**src/rtl/tpsa_pkg.sv**
```systemverilog
// Shared types and constants for the transport stream PSI section assembler.
// Used by every module under rtl/; depends on nothing else.
`timescale 1ns / 1ps

package tpsa_pkg;

	localparam int PID_W       = 13;
	localparam int TID_W       = 8;
	localparam int CFG_DATA_W  = PID_W;
	localparam int SEC_LEN_W   = 13;
	localparam int MAP_ENTRIES = 256;
	localparam int MAP_IDX_W   = $clog2(MAP_ENTRIES);
	localparam int MAP_GROUP_N = 16;
	localparam int MAP_GROUP_W = MAP_ENTRIES / MAP_GROUP_N;
	localparam int GRP_IDX_W   = $clog2(MAP_GROUP_N);
	localparam int POS_IDX_W   = $clog2(MAP_GROUP_W);
	localparam int OUT_DATA_W  = 32;
	localparam int OUT_USER_W  = 2;

	localparam logic [7:0] PACKET_BYTES = 8'd188;
	localparam logic [7:0] TS_SYNC_MARK = 8'h47;
	localparam logic [5:0] VER_UNKNOWN  = 6'h20;

	typedef enum logic [1:0] {
		ST_COMPLETE_NEW  = 2'd0,
		ST_TABLE_FULL    = 2'd1,
		ST_VERSION_CHG   = 2'd2,
		ST_DISCARDED     = 2'd3
	} status_t;

	typedef enum logic [1:0] {
		AFC_RESERVED     = 2'd0,
		AFC_PAYLOAD_ONLY = 2'd1,
		AFC_ADAPT_ONLY   = 2'd2,
		AFC_ADAPT_PAYLD  = 2'd3
	} afc_t;

	typedef enum logic {
		REG_TARGET_PID      = 1'b0,
		REG_TARGET_TABLE_ID = 1'b1
	} reg_idx_t;

	// Seen-map update and lookup from the section control
	typedef struct packed {
		logic                 clr;
		logic                 set;
		logic [MAP_IDX_W-1:0] set_idx;
		logic [MAP_IDX_W-1:0] rd_idx;
	} map_req_t;

	// Seen-map answers: entry at rd_idx, and lowest unmarked entry (MAP_ENTRIES if none)
	typedef struct packed {
		logic               hit;
		logic [MAP_IDX_W:0] first_zero;
	} map_rsp_t;

	// One result of one stream byte
	typedef struct packed {
		logic                 has;
		logic                 byte_valid;
		logic [7:0]           section_byte;
		logic [SEC_LEN_W-1:0] byte_index;
		logic                 status_valid;
		status_t              status;
		logic [7:0]           sec_num;
	} step_res_t;

endpackage

```
**src/rtl/tpsa_seen_map.sv**
```systemverilog
// Seen-section bitmap with a two-stage registered search for the lowest unmarked entry.
// Depends on tpsa_pkg.
`timescale 1ns / 1ps

module tpsa_seen_map (
	input  logic               clk,
	input  logic               arst_n,
	input  tpsa_pkg::map_req_t req,
	output tpsa_pkg::map_rsp_t rsp
);
	import tpsa_pkg::*;

	logic [MAP_ENTRIES-1:0]                 map_q;
	logic [MAP_GROUP_N-1:0]                 grp_full_c;
	logic [MAP_GROUP_N-1:0][POS_IDX_W-1:0]  grp_pos_c;
	logic [MAP_GROUP_N-1:0]                 grp_full_s1;
	logic [MAP_GROUP_N-1:0][POS_IDX_W-1:0]  grp_pos_s1;
	logic [MAP_IDX_W:0]                     first_zero_c;
	logic [MAP_IDX_W:0]                     first_zero_s2;

	always_ff @(posedge clk or negedge arst_n) begin
		if (!arst_n) begin
			map_q <= '0;
		end else if (req.clr) begin
			map_q <= '0;
		end else if (req.set) begin
			map_q[req.set_idx] <= 1'b1;
		end
	end

	// Per group: all marked, and lowest unmarked position
	always_comb begin
		for (int g = 0; g < MAP_GROUP_N; g++) begin
			grp_full_c[g] = &map_q[g*MAP_GROUP_W +: MAP_GROUP_W];
			grp_pos_c[g]  = '0;
			for (int b = MAP_GROUP_W - 1; b >= 0; b--) begin
				if (!map_q[g*MAP_GROUP_W + b]) begin
					grp_pos_c[g] = POS_IDX_W'(b);
				end
			end
		end
	end

	// Lowest group that still has a hole
	always_comb begin
		first_zero_c = (MAP_IDX_W+1)'(MAP_ENTRIES);
		for (int g = MAP_GROUP_N - 1; g >= 0; g--) begin
			if (!grp_full_s1[g]) begin
				first_zero_c = {1'b0, GRP_IDX_W'(g), grp_pos_s1[g]};
			end
		end
	end

	always_ff @(posedge clk or negedge arst_n) begin
		if (!arst_n) begin
			grp_full_s1   <= '0;
			grp_pos_s1    <= '0;
			first_zero_s2 <= '0;
		end else begin
			grp_full_s1   <= grp_full_c;
			grp_pos_s1    <= grp_pos_c;
			first_zero_s2 <= first_zero_c;
		end
	end

	assign rsp.hit        = map_q[req.rd_idx];
	assign rsp.first_zero = first_zero_s2;

endmodule

```
**src/rtl/tpsa_section_ctrl.sv**
```systemverilog
// Packet filter and section assembly state: one stream byte per strobe, one result out.
// Depends on tpsa_pkg; talks to tpsa_seen_map through map_req_t / map_rsp_t.
`timescale 1ns / 1ps

module tpsa_section_ctrl (
	input  logic                         clk,
	input  logic                         arst_n,
	input  logic                         en,
	input  logic [7:0]                   stream_byte,
	input  logic                         packet_start,
	input  logic [tpsa_pkg::PID_W-1:0]   target_pid,
	input  logic [tpsa_pkg::TID_W-1:0]   target_table_id,
	input  tpsa_pkg::map_rsp_t           map_rsp,
	output tpsa_pkg::map_req_t           map_req,
	output tpsa_pkg::step_res_t          res
);
	import tpsa_pkg::*;

	logic [7:0]           pbc_q, pbc_d;
	logic                 acc_q, acc_d;
	logic                 usf_q, usf_d;
	logic [1:0]           afc_q, afc_d;
	logic [8:0]           poff_q, poff_d;
	logic                 coll_q, coll_d;
	logic [7:0]           htid_q, htid_d;
	logic [SEC_LEN_W-1:0] tsl_q, tsl_d;
	logic [4:0]           hver_q, hver_d;
	logic [7:0]           cur_q, cur_d;
	logic [7:0]           last_q, last_d;
	logic [SEC_LEN_W-1:0] sbc_q, sbc_d;
	logic [5:0]           sver_q, sver_d;

	logic                 skip;
	logic [7:0]           i;
	logic [SEC_LEN_W-1:0] k;
	logic                 emit;
	logic                 all_seen;
	logic                 bv, sv;
	status_t              st;

	always_comb begin
		pbc_d  = pbc_q;
		acc_d  = acc_q;
		usf_d  = usf_q;
		afc_d  = afc_q;
		poff_d = poff_q;
		coll_d = coll_q;
		htid_d = htid_q;
		tsl_d  = tsl_q;
		hver_d = hver_q;
		cur_d  = cur_q;
		last_d = last_q;
		sbc_d  = sbc_q;
		sver_d = sver_q;
		map_req        = '0;
		map_req.rd_idx = cur_q;
		bv   = 1'b0;
		sv   = 1'b0;
		st   = ST_COMPLETE_NEW;
		emit = 1'b0;
		k    = sbc_q;
		i    = packet_start ? 8'd0 : pbc_q;
		skip = !packet_start && (pbc_q >= PACKET_BYTES);
		all_seen = 1'b0;

		if (en && !skip) begin
			pbc_d = i + 8'd1;
			if (i == 8'd0) begin
				acc_d  = packet_start && (stream_byte == TS_SYNC_MARK);
				usf_d  = 1'b0;
				afc_d  = AFC_RESERVED;
				poff_d = '0;
			end else if (!acc_q) begin
				// packet not wanted: hold
			end else if (i == 8'd1) begin
				if (stream_byte[4:0] != target_pid[12:8]) begin
					acc_d = 1'b0;
				end else begin
					usf_d = stream_byte[6];
				end
			end else if (i == 8'd2) begin
				if (stream_byte != target_pid[7:0]) begin
					acc_d = 1'b0;
				end
			end else if (i == 8'd3) begin
				afc_d = stream_byte[5:4];
				unique case (afc_t'(stream_byte[5:4]))
					AFC_PAYLOAD_ONLY: poff_d = 9'd4;
					AFC_ADAPT_PAYLD:  poff_d = 9'd5;
					default:          acc_d  = 1'b0;
				endcase
				// new unit start aborts the section in progress
				if (acc_d && usf_q && coll_q) begin
					coll_d = 1'b0;
					sv     = 1'b1;
					st     = ST_DISCARDED;
				end
			end else if (i == 8'd4 && afc_q == AFC_ADAPT_PAYLD) begin
				poff_d = 9'd5 + {1'b0, stream_byte};
			end else if ({1'b0, i} >= poff_q) begin
				if (usf_q) begin
					// pointer field: skip it and open a new section
					poff_d = {1'b0, i} + 9'd1 + {1'b0, stream_byte};
					usf_d  = 1'b0;
					coll_d = 1'b1;
					sbc_d  = '0;
				end else if (coll_q) begin
					emit = 1'b1;
					if (k == 13'd0) begin
						htid_d = stream_byte;
						if (stream_byte != target_table_id) begin
							coll_d = 1'b0;
							emit   = 1'b0;
						end
					end else if (k == 13'd1) begin
						tsl_d = {1'b0, stream_byte[3:0], 8'h00};
					end else if (k == 13'd2) begin
						tsl_d = (tsl_q | {5'b0, stream_byte}) + 13'd3;
						if (tsl_d < 13'd8) begin
							coll_d = 1'b0;
							sv     = 1'b1;
							st     = ST_DISCARDED;
						end
					end else if (k == 13'd5) begin
						hver_d = stream_byte[5:1];
					end else if (k == 13'd6) begin
						cur_d = stream_byte;
					end else if (k == 13'd7) begin
						last_d = stream_byte;
					end

					all_seen = map_rsp.first_zero > {1'b0, last_d};

					if (k == 13'd7) begin
						if (!sver_q[5] && (sver_q[4:0] != hver_q)) begin
							map_req.clr = 1'b1;
							sver_d = VER_UNKNOWN;
							coll_d = 1'b0;
							sv     = 1'b1;
							st     = ST_VERSION_CHG;
						end else if (!all_seen && map_rsp.hit) begin
							coll_d = 1'b0;
							sv     = 1'b1;
							st     = ST_DISCARDED;
						end
					end

					if (emit) begin
						bv    = 1'b1;
						sbc_d = k + 13'd1;
						if (coll_d && k >= 13'd7 &&
							({1'b0, k} + 14'd1) >= {1'b0, tsl_d}) begin
							coll_d = 1'b0;
							sv     = 1'b1;
							if (all_seen) begin
								st = ST_TABLE_FULL;
							end else begin
								map_req.set     = 1'b1;
								map_req.set_idx = cur_d;
								st = ST_COMPLETE_NEW;
							end
							sver_d = {1'b0, hver_d};
						end
					end
				end
			end
		end

		res.has          = bv || sv;
		res.byte_valid   = bv;
		res.section_byte = bv ? stream_byte : 8'd0;
		res.byte_index   = bv ? k : '0;
		res.status_valid = sv;
		res.status       = sv ? st : ST_COMPLETE_NEW;
		res.sec_num      = cur_d;
	end

	always_ff @(posedge clk or negedge arst_n) begin
		if (!arst_n) begin
			pbc_q  <= '0;
			acc_q  <= 1'b0;
			usf_q  <= 1'b0;
			afc_q  <= '0;
			poff_q <= '0;
			coll_q <= 1'b0;
			htid_q <= '0;
			tsl_q  <= '0;
			hver_q <= '0;
			cur_q  <= '0;
			last_q <= '0;
			sbc_q  <= '0;
			sver_q <= VER_UNKNOWN;
		end else begin
			pbc_q  <= pbc_d;
			acc_q  <= acc_d;
			usf_q  <= usf_d;
			afc_q  <= afc_d;
			poff_q <= poff_d;
			coll_q <= coll_d;
			htid_q <= htid_d;
			tsl_q  <= tsl_d;
			hver_q <= hver_d;
			cur_q  <= cur_d;
			last_q <= last_d;
			sbc_q  <= sbc_d;
			sver_q <= sver_d;
		end
	end

endmodule

```
**src/rtl/ts_psi_section_assembler.sv**
```systemverilog
// Top level of the transport stream PSI section assembler: stream ports, config
// registers, input and result registers. Depends on tpsa_pkg, tpsa_seen_map, tpsa_section_ctrl.
`timescale 1ns / 1ps

// Usage
//   Slave stream: one transport stream byte per transfer in s_tdata, with s_tuser
//   high on the first byte of each 188-byte packet. Master stream: one transfer per
//   section byte and/or section outcome; bytes of filtered packets that carry
//   nothing give no transfer.
//   Configure target_pid (index 0) and target_table_id (index 1) through the write
//   port while the stream is idle; a write lands on the clock edge with cfg_wr_en.
//   A result passes the input register, then the result register, before it is on
//   m_tvalid. Throughput: one byte per cycle while no stall on m_tready holds the pipe,
//   set by the single pass of per-byte control logic between the two registers.
//   The lowest-unmarked search over the 256-entry seen map runs in a two-stage
//   registered tree in the background; it settles well before the next section
//   header can need it.
//   Stall: while m_tready is low and a result waits, the input register holds and
//   s_tready drops once it is full; no byte is lost or repeated.
//   Reset: arst_n clears all control state, the seen map and the stored version
//   (marked unknown); both config registers read zero.

module ts_psi_section_assembler (
	input  logic                                clk,
	input  logic                                arst_n,
	// config write port
	input  logic                                cfg_wr_en,
	input  logic                                cfg_addr,
	input  logic [tpsa_pkg::CFG_DATA_W-1:0]     cfg_wdata,
	// slave stream
	input  logic                                s_tvalid,
	output logic                                s_tready,
	input  logic [7:0]                          s_tdata,   // [7:0] stream_byte
	input  logic [0:0]                          s_tuser,   // [0] packet_start
	// master stream
	output logic                                m_tvalid,
	input  logic                                m_tready,
	// [7:0] section_byte, [20:8] byte_index, [22:21] status,
	// [30:23] sec_num, [31] zero
	output logic [tpsa_pkg::OUT_DATA_W-1:0]     m_tdata,
	output logic [tpsa_pkg::OUT_USER_W-1:0]     m_tuser    // [0] byte_valid, [1] status_valid
);
	import tpsa_pkg::*;

	logic [PID_W-1:0] target_pid_q;
	logic [TID_W-1:0] target_table_id_q;

	logic       in_valid_s1;
	logic [7:0] in_byte_s1;
	logic       in_start_s1;

	logic       out_valid_q;
	step_res_t  out_res_q;

	logic       advance;
	logic       step_en;
	step_res_t  step_res;
	map_req_t   map_req;
	map_rsp_t   map_rsp;

	// Config registers
	always_ff @(posedge clk or negedge arst_n) begin
		if (!arst_n) begin
			target_pid_q      <= '0;
			target_table_id_q <= '0;
		end else if (cfg_wr_en) begin
			unique case (reg_idx_t'(cfg_addr))
				REG_TARGET_PID:      target_pid_q      <= cfg_wdata;
				REG_TARGET_TABLE_ID: target_table_id_q <= cfg_wdata[TID_W-1:0];
				default:             target_pid_q      <= target_pid_q;
			endcase
		end
	end

	// Advance the pipe whenever the result register is free or being drained
	assign advance  = !out_valid_q || m_tready;
	assign step_en  = in_valid_s1 && advance;
	assign s_tready = !in_valid_s1 || advance;

	// Input register
	always_ff @(posedge clk or negedge arst_n) begin
		if (!arst_n) begin
			in_valid_s1 <= 1'b0;
		end else if (s_tready) begin
			in_valid_s1 <= s_tvalid;
		end
	end

	always_ff @(posedge clk) begin
		if (s_tvalid && s_tready) begin
			in_byte_s1  <= s_tdata;
			in_start_s1 <= s_tuser[0];
		end
	end

	tpsa_section_ctrl u_ctrl (
		.clk             (clk),
		.arst_n          (arst_n),
		.en              (step_en),
		.stream_byte     (in_byte_s1),
		.packet_start    (in_start_s1),
		.target_pid      (target_pid_q),
		.target_table_id (target_table_id_q),
		.map_rsp         (map_rsp),
		.map_req         (map_req),
		.res             (step_res)
	);

	tpsa_seen_map u_map (
		.clk    (clk),
		.arst_n (arst_n),
		.req    (map_req),
		.rsp    (map_rsp)
	);

	// Result register: load on every advance, drop bytes that carry nothing
	always_ff @(posedge clk or negedge arst_n) begin
		if (!arst_n) begin
			out_valid_q <= 1'b0;
		end else if (advance) begin
			out_valid_q <= step_en && step_res.has;
		end
	end

	always_ff @(posedge clk) begin
		if (step_en && step_res.has && advance) begin
			out_res_q <= step_res;
		end
	end

	assign m_tvalid = out_valid_q;
	assign m_tdata  = {1'b0, out_res_q.sec_num, out_res_q.status,
	                   out_res_q.byte_index, out_res_q.section_byte};
	assign m_tuser  = {out_res_q.status_valid, out_res_q.byte_valid};

	// A transfer always carries a section byte, an outcome, or both
	a_result_not_empty: assert property (@(posedge clk) disable iff (!arst_n)
		m_tvalid |-> (m_tuser[0] || m_tuser[1]))
		else $error("result transfer carries neither byte nor status");

	// The first byte of an emitted section is the configured table id
	a_first_byte_tid: assert property (@(posedge clk) disable iff (!arst_n)
		(m_tvalid && m_tuser[0] && m_tdata[20:8] == '0) |-> (m_tdata[7:0] == target_table_id_q))
		else $error("section byte 0 differs from target table id");

	// An outcome that comes with a byte is only decided at header byte 2 or later
	a_status_index: assert property (@(posedge clk) disable iff (!arst_n)
		(m_tvalid && m_tuser[0] && m_tuser[1]) |-> (m_tdata[20:8] >= 13'd2))
		else $error("section outcome reported on too early a byte");

	// A byte held in the input register moves on once the result side is free
	a_input_drains: assert property (@(posedge clk) disable iff (!arst_n)
		(in_valid_s1 && !out_valid_q && !(s_tvalid && s_tready)) |=> !in_valid_s1)
		else $error("input register held with result register free");

endmodule
```
**config.mk**
```make
export PLATFORM = sky130hd
export DESIGN_NAME = ts_psi_section_assembler
export DESIGN_NICKNAME = d
export VERILOG_FILES = /design/src/rtl/tpsa_pkg.sv /design/src/rtl/tpsa_seen_map.sv /design/src/rtl/tpsa_section_ctrl.sv /design/src/rtl/ts_psi_section_assembler.sv
export SDC_FILE = /design/constraint.sdc
export NUM_CORES = 1
export LEC_CHECK = 0
export BUFFER_PORTS_ARGS = -buffer_cell sky130_fd_sc_hd__buf_4
export CORE_MARGIN = 2
export CORE_UTILIZATION = 45
export CTS_CLUSTER_SIZE = 20
export DETAILED_ROUTE_END_ITERATION = 8
export HOLD_SLACK_MARGIN = 0.12
export PLACE_DENSITY_LB_ADDON = 0.05
export RECOVER_POWER = 25
export SLEW_MARGIN = 20
export SYNTH_ARGS = -nofsm -noshare
export SYNTH_HDL_FRONTEND = slang
export SYNTH_HIERARCHICAL = 1
export SYNTH_SLANG_ARGS = --single-unit
```
**constraint.sdc**
```tcl
create_clock -name clk -period 6.38 [get_ports clk]
set_clock_uncertainty 0.15 [all_clocks]
set_input_delay 0.319 -clock clk [delete_from_list [all_inputs] [get_ports clk]]
set_output_delay 0.319 -clock clk [all_outputs]
set_load 0.02 [all_outputs]
```
==> impl_metrics.py <==
metrics = {
    "sta": {
        "fin_crit_ps": 5880,
        "setup_violations": 0,
        "rsz0062_at_grt": "no",
        "layout_setup_ws_ps": 496,
        "fmax_mhz": 170,
        "fin_crit_sh": 0.922,
        "max_slew_margin": -0.962,
        "finalHoldViolations": 0,
        "worstMarginPinSlew_ps": 2940,
        "fin_setup_tns_ps": 0,
        "slew_violations": 228,
    },
    "layout": {
        "multi_input_area_um2": 12200,
        "seqCellArea_um2": 12400,
        "fin_nets": 2882,
        "drive_above_1_share": 0.117,
        "final-instance-count-excl-fill": 3605,
        "syn_to_final_growth_pct": 13.6,
        "fillers": 5243,
    },
    "critical_path": {
        "critPathMaxFanout": 10,
        "reg2regPathDepth": 20,
        "arrival_ps": 6270,
        "timing.rr.start": "u_ctrl/k[9]$_DFFE_PN0P_",
        "cp-end-kind": "register",
        "r2r_slack_ps": 500,
        "critical_path_class": "register to register",
        "timing.rr.end": "u_map/map_q[151]$_DFFE_PN0P_",
        "startpoint": "u_ctrl/k[9]$_DFFE_PN0P_",
        "start_kind": "register",
        "required_ps": 6770,
        "endpoint": "u_map/map_q[151]$_DFFE_PN0P_",
    },
    "synth": {
        "synth_xor_xnor_area_share": 0.0160,
        "ys_types": 90,
        "synth_compound_area_frac": 0.158,
        "syn_nets": 2791,
        "ys_seq_elements": 485,
        "syn_inst": 2715,
        "synth_common_cells": "dfrtp_1 (442), nor2_1 (403), a21oi_1 (322)",
        "ys.warnings.count": 6,
        "yosysMostFrequentCell": "dfrtp_1",
        "syn_area_um2": 25700,
        "synth_largest_area_cell": "dfrtp_1",
        "synth_seq_area_share": 0.480,
        "muxShareOfSynthArea": 0.0930,
        "synth_simple_gate_area_share": 0.182,
        "syn-mean-instance-area_um2": 9.48,
        "netlist_top_cells_area": "dfrtp_1 (43%), a21oi_1 (6.3%), nor2_1 (5.9%)",
        "async_reset_ff_frac": 0.913,
        "synth_edf_count": 42,
        "synth_top_family_by_area": "simple AND/OR/NAND/NOR gates",
        "synthAdderAreaFrac": 0.0236,
        "ys.flop_type": "dfrtp_1",
        "synth_top_cell_area_share": 0.430,
    },
    "power_and_ir_drop": {
        "power_leakage_nw": 12.6,
        "netSwitchingFraction": 0.231,
        "p_seq_frac": 0.461,
        "clkPwrFrac": 0.477,
        "internal_power_mw": 5.36,
        "irDropWorstVdd_uv": 221,
        "p_sw_mw": 1.61,
        "p_per_area_nw_per_um2": 238,
        "combinationalPowerShare": 0.062,
    },
    "routing": {
        "drc": 0,
        "viasPerCell": 5.93,
        "wl_per_cell_um": 22.6,
        "highest_layer": "met5",
        "drt-met1-wl_um": 35500,
        "drt-initial-drc-count": 1988,
        "drt_pre_antenna_iters": 5,
        "dr_total_vias": 21400,
        "wl_met3_um": 4390,
        "drt-total-wl_um": 81400,
        "ant_nets": 0,
        "wl_met2_um": 38100,
    },
    "grt": {
        "grt_pass1_wl_um": 126000,
        "grt_overflow": 0,
        "track_usage": 0.275,
        "antenna_found_initial": 1,
        "grt_pass1_vias": 20700,
        "grt_max_degree": 164,
    },
    "clock_tree": {
        "clock_sinks": 485,
        "postCtsSetupBuffers": 0,
        "clk_pin_slew_worst_paths_ps": 60,
        "cts_buffers": 56,
        "cts_buffer_depth": 3,
        "cts_root_buf": "clkbuf_16",
        "cts_tree": "done",
        "clock_latency_ps": 610,
        "htreeDepth": 2,
    },
    "die": {
        "core_area_um2": 56500,
        "pin_count": 64,
        "std_cell_rows": 87,
        "die_x_um": 243,
        "fp.dieH_um": 243,
        "die_area_um2": 59100,
        "initial_core_util": 0.455,
    },
    "placed_design": {
        "dp_hpwl_um": 53800,
        "gp_congestion": 0.885,
        "place_inst": 3468,
        "numPortBuffers": 62,
        "post-place-ws_ps": 388,
    },
    "flow_run": {
        "maxCapViolations": 3,
    },
    "hold_path": {
        "hold_class": "primary input to register",
        "min_from": "s_tdata[7]",
    },
    "outcome": {
        "violations": "capacitance limit, slew limit",
        "outcome": "complete, but fails checks",
    },
}
[power groups by stage]
stage	combinational [mW]	clock, mW	sequential, mW
finish	0.434	3.32	3.21
global route	0.484	3.53	3.22
CTS	0.443	3.39	3.21
detailed placement	0.416	0	3.27
global placement	0.410	0	3.26
floorplan	0.258	0	3.25
[layer usage]
metal / track usage / up-vias
met5: 0 / -
met4: 0.115 / 2
met3: 0.0364 / 182
met2: 0.446 / 712
met1: 0.374 / 10600
li1: - / 9886
[final cells by class]
class,instances,share of cell area
sequential,485,0.423
multi-input combinational,1948,0.417
clock buffer,86,0.0581
timing repair buffer,177,0.0452
tap,756,0.0324
inverter,138,0.0177
clock inverter,14,0.00689
antenna,1,0.0000856
[state kept, by name (all words and copies together), names as in the netlist]
name and cells:
u_ctrl/poff_q 9, in_start_s1 1, u_ctrl/pbc_q 8, u_ctrl/cur_q 8, u_map/grp_pos_s1 64, u_ctrl/sver_q 6
in_byte_s1 8, u_map/first_zero_s2 9, in_valid_s1 1, m_tuser 2, u_ctrl/tsl_q 13, target_table_id_q 8
u_ctrl/k 13, u_ctrl/last_q 8, u_ctrl/acc_q 1, target_pid_q 13, m_tdata 31, m_tvalid 1
u_map/map_q 256, u_map/grp_full_s1 16, u_ctrl/coll_q 1, u_ctrl/hver_q 5, u_ctrl/usf_q 1, u_ctrl/afc_q 2
[through the flow]
step           hold WS, ps  area, um2  utilization  power [mW]
2_1_floorplan         -127      25700            -        3.51
3_3_place_gp           294      27100        0.480        3.67
3_5_place_dp           303      27100        0.480        3.68
4_1_cts                246      29400        0.520        7.04
5_1_grt                298      29200        0.517        7.23
6_report               311      29200        0.517        6.97
[how the worst min path moves through the flow]
stage	slack [ps]	depth (start not counted)	to
2_1_floorplan	-130	0	in_valid_s1$_DFFE_PN0P_
3_3_place_gp	290	1	u_ctrl/poff_q[6]$_DFFE_PN0P_
3_5_place_dp	300	1	u_ctrl/poff_q[6]$_DFFE_PN0P_
4_1_cts	250	2	u_ctrl/poff_q[6]$_DFFE_PN0P_
5_1_grt	300	2	in_byte_s1[7]$_DFFE_PP_
6_report	310	2	in_byte_s1[7]$_DFFE_PP_
[kinds of logic (layout without fill, tap and decap cells)]
logic type,after synthesis,in the layout
multiplexers,181,181
AO/OA/AOI/OAI,698,698
XOR/XNOR,47,47
flip-flops,485,485
other,1,2
adder cells (fa/ha/maj),48,48
buffers and inverters,282,415
AND/OR/NAND/NOR,973,973
[critical path, cell delays in order, from the launching register on]
cell and delay, ps:
dfrtp_1 440, or4_1 590, or3_1 520, nor3_4 300
nand2_1 160, o21ai_0 180, o21ai_0 150, ha_1 350
nand3_1 90, a21oi_1 140, a221o_1 120, o21ai_0 110
buf_4 200, nor4_4 550, and3_1 460, nand2_1 190
nor2_1 400, and2_0 220, buf_4 280, a21oi_1 100
nor2_1 110
[timing repair]
action / in CTS / in global routing
hold buffers: 36 / 0
hold endpoints to repair: 144 / 0
endpoints found under the setup margin: 0 / 14
resized for setup: 0 / 2
[layout by cell type, fill, tap and decap left out, drive strengths merged, types with 7 or more instances in the layout]
| cell type | Yosys | routed |
|---|---|---|
| mux4 | 36 | 36 |
| o22ai | 34 | 34 |
| nand2 | 127 | 127 |
| clkinv | 0 | 7 |
| nor2b | 34 | 34 |
| dfrtp | 442 | 442 |
| nor4 | 19 | 19 |
| nor3 | 58 | 58 |
| a21oi | 322 | 322 |
| clkbuf | 104 | 130 |
| and3 | 16 | 16 |
| o21ai | 153 | 153 |
| a31oi | 46 | 46 |
| nand4 | 86 | 86 |
| dlygate4sd3 | 0 | 36 |
| nor2 | 404 | 404 |
| o221ai | 8 | 8 |
| or3 | 7 | 7 |
| or4 | 10 | 10 |
| o21bai | 7 | 7 |
| buf | 40 | 97 |
| a22o | 9 | 9 |
| inv | 138 | 139 |
| and2 | 41 | 41 |
| a22oi | 9 | 9 |
| xor2 | 22 | 22 |
| mux2i | 85 | 85 |
| xnor2 | 25 | 25 |
| a221oi | 7 | 7 |
| nand2b | 25 | 25 |
| ha | 47 | 47 |
| a21boi | 36 | 36 |
| nand3 | 102 | 102 |
| edfxtp | 42 | 42 |
| a211oi | 7 | 7 |
| or2 | 25 | 25 |
| mux2 | 60 | 60 |
| o211ai | 7 | 7 |
No activity file was read; power rests on OpenSTA's default activity.
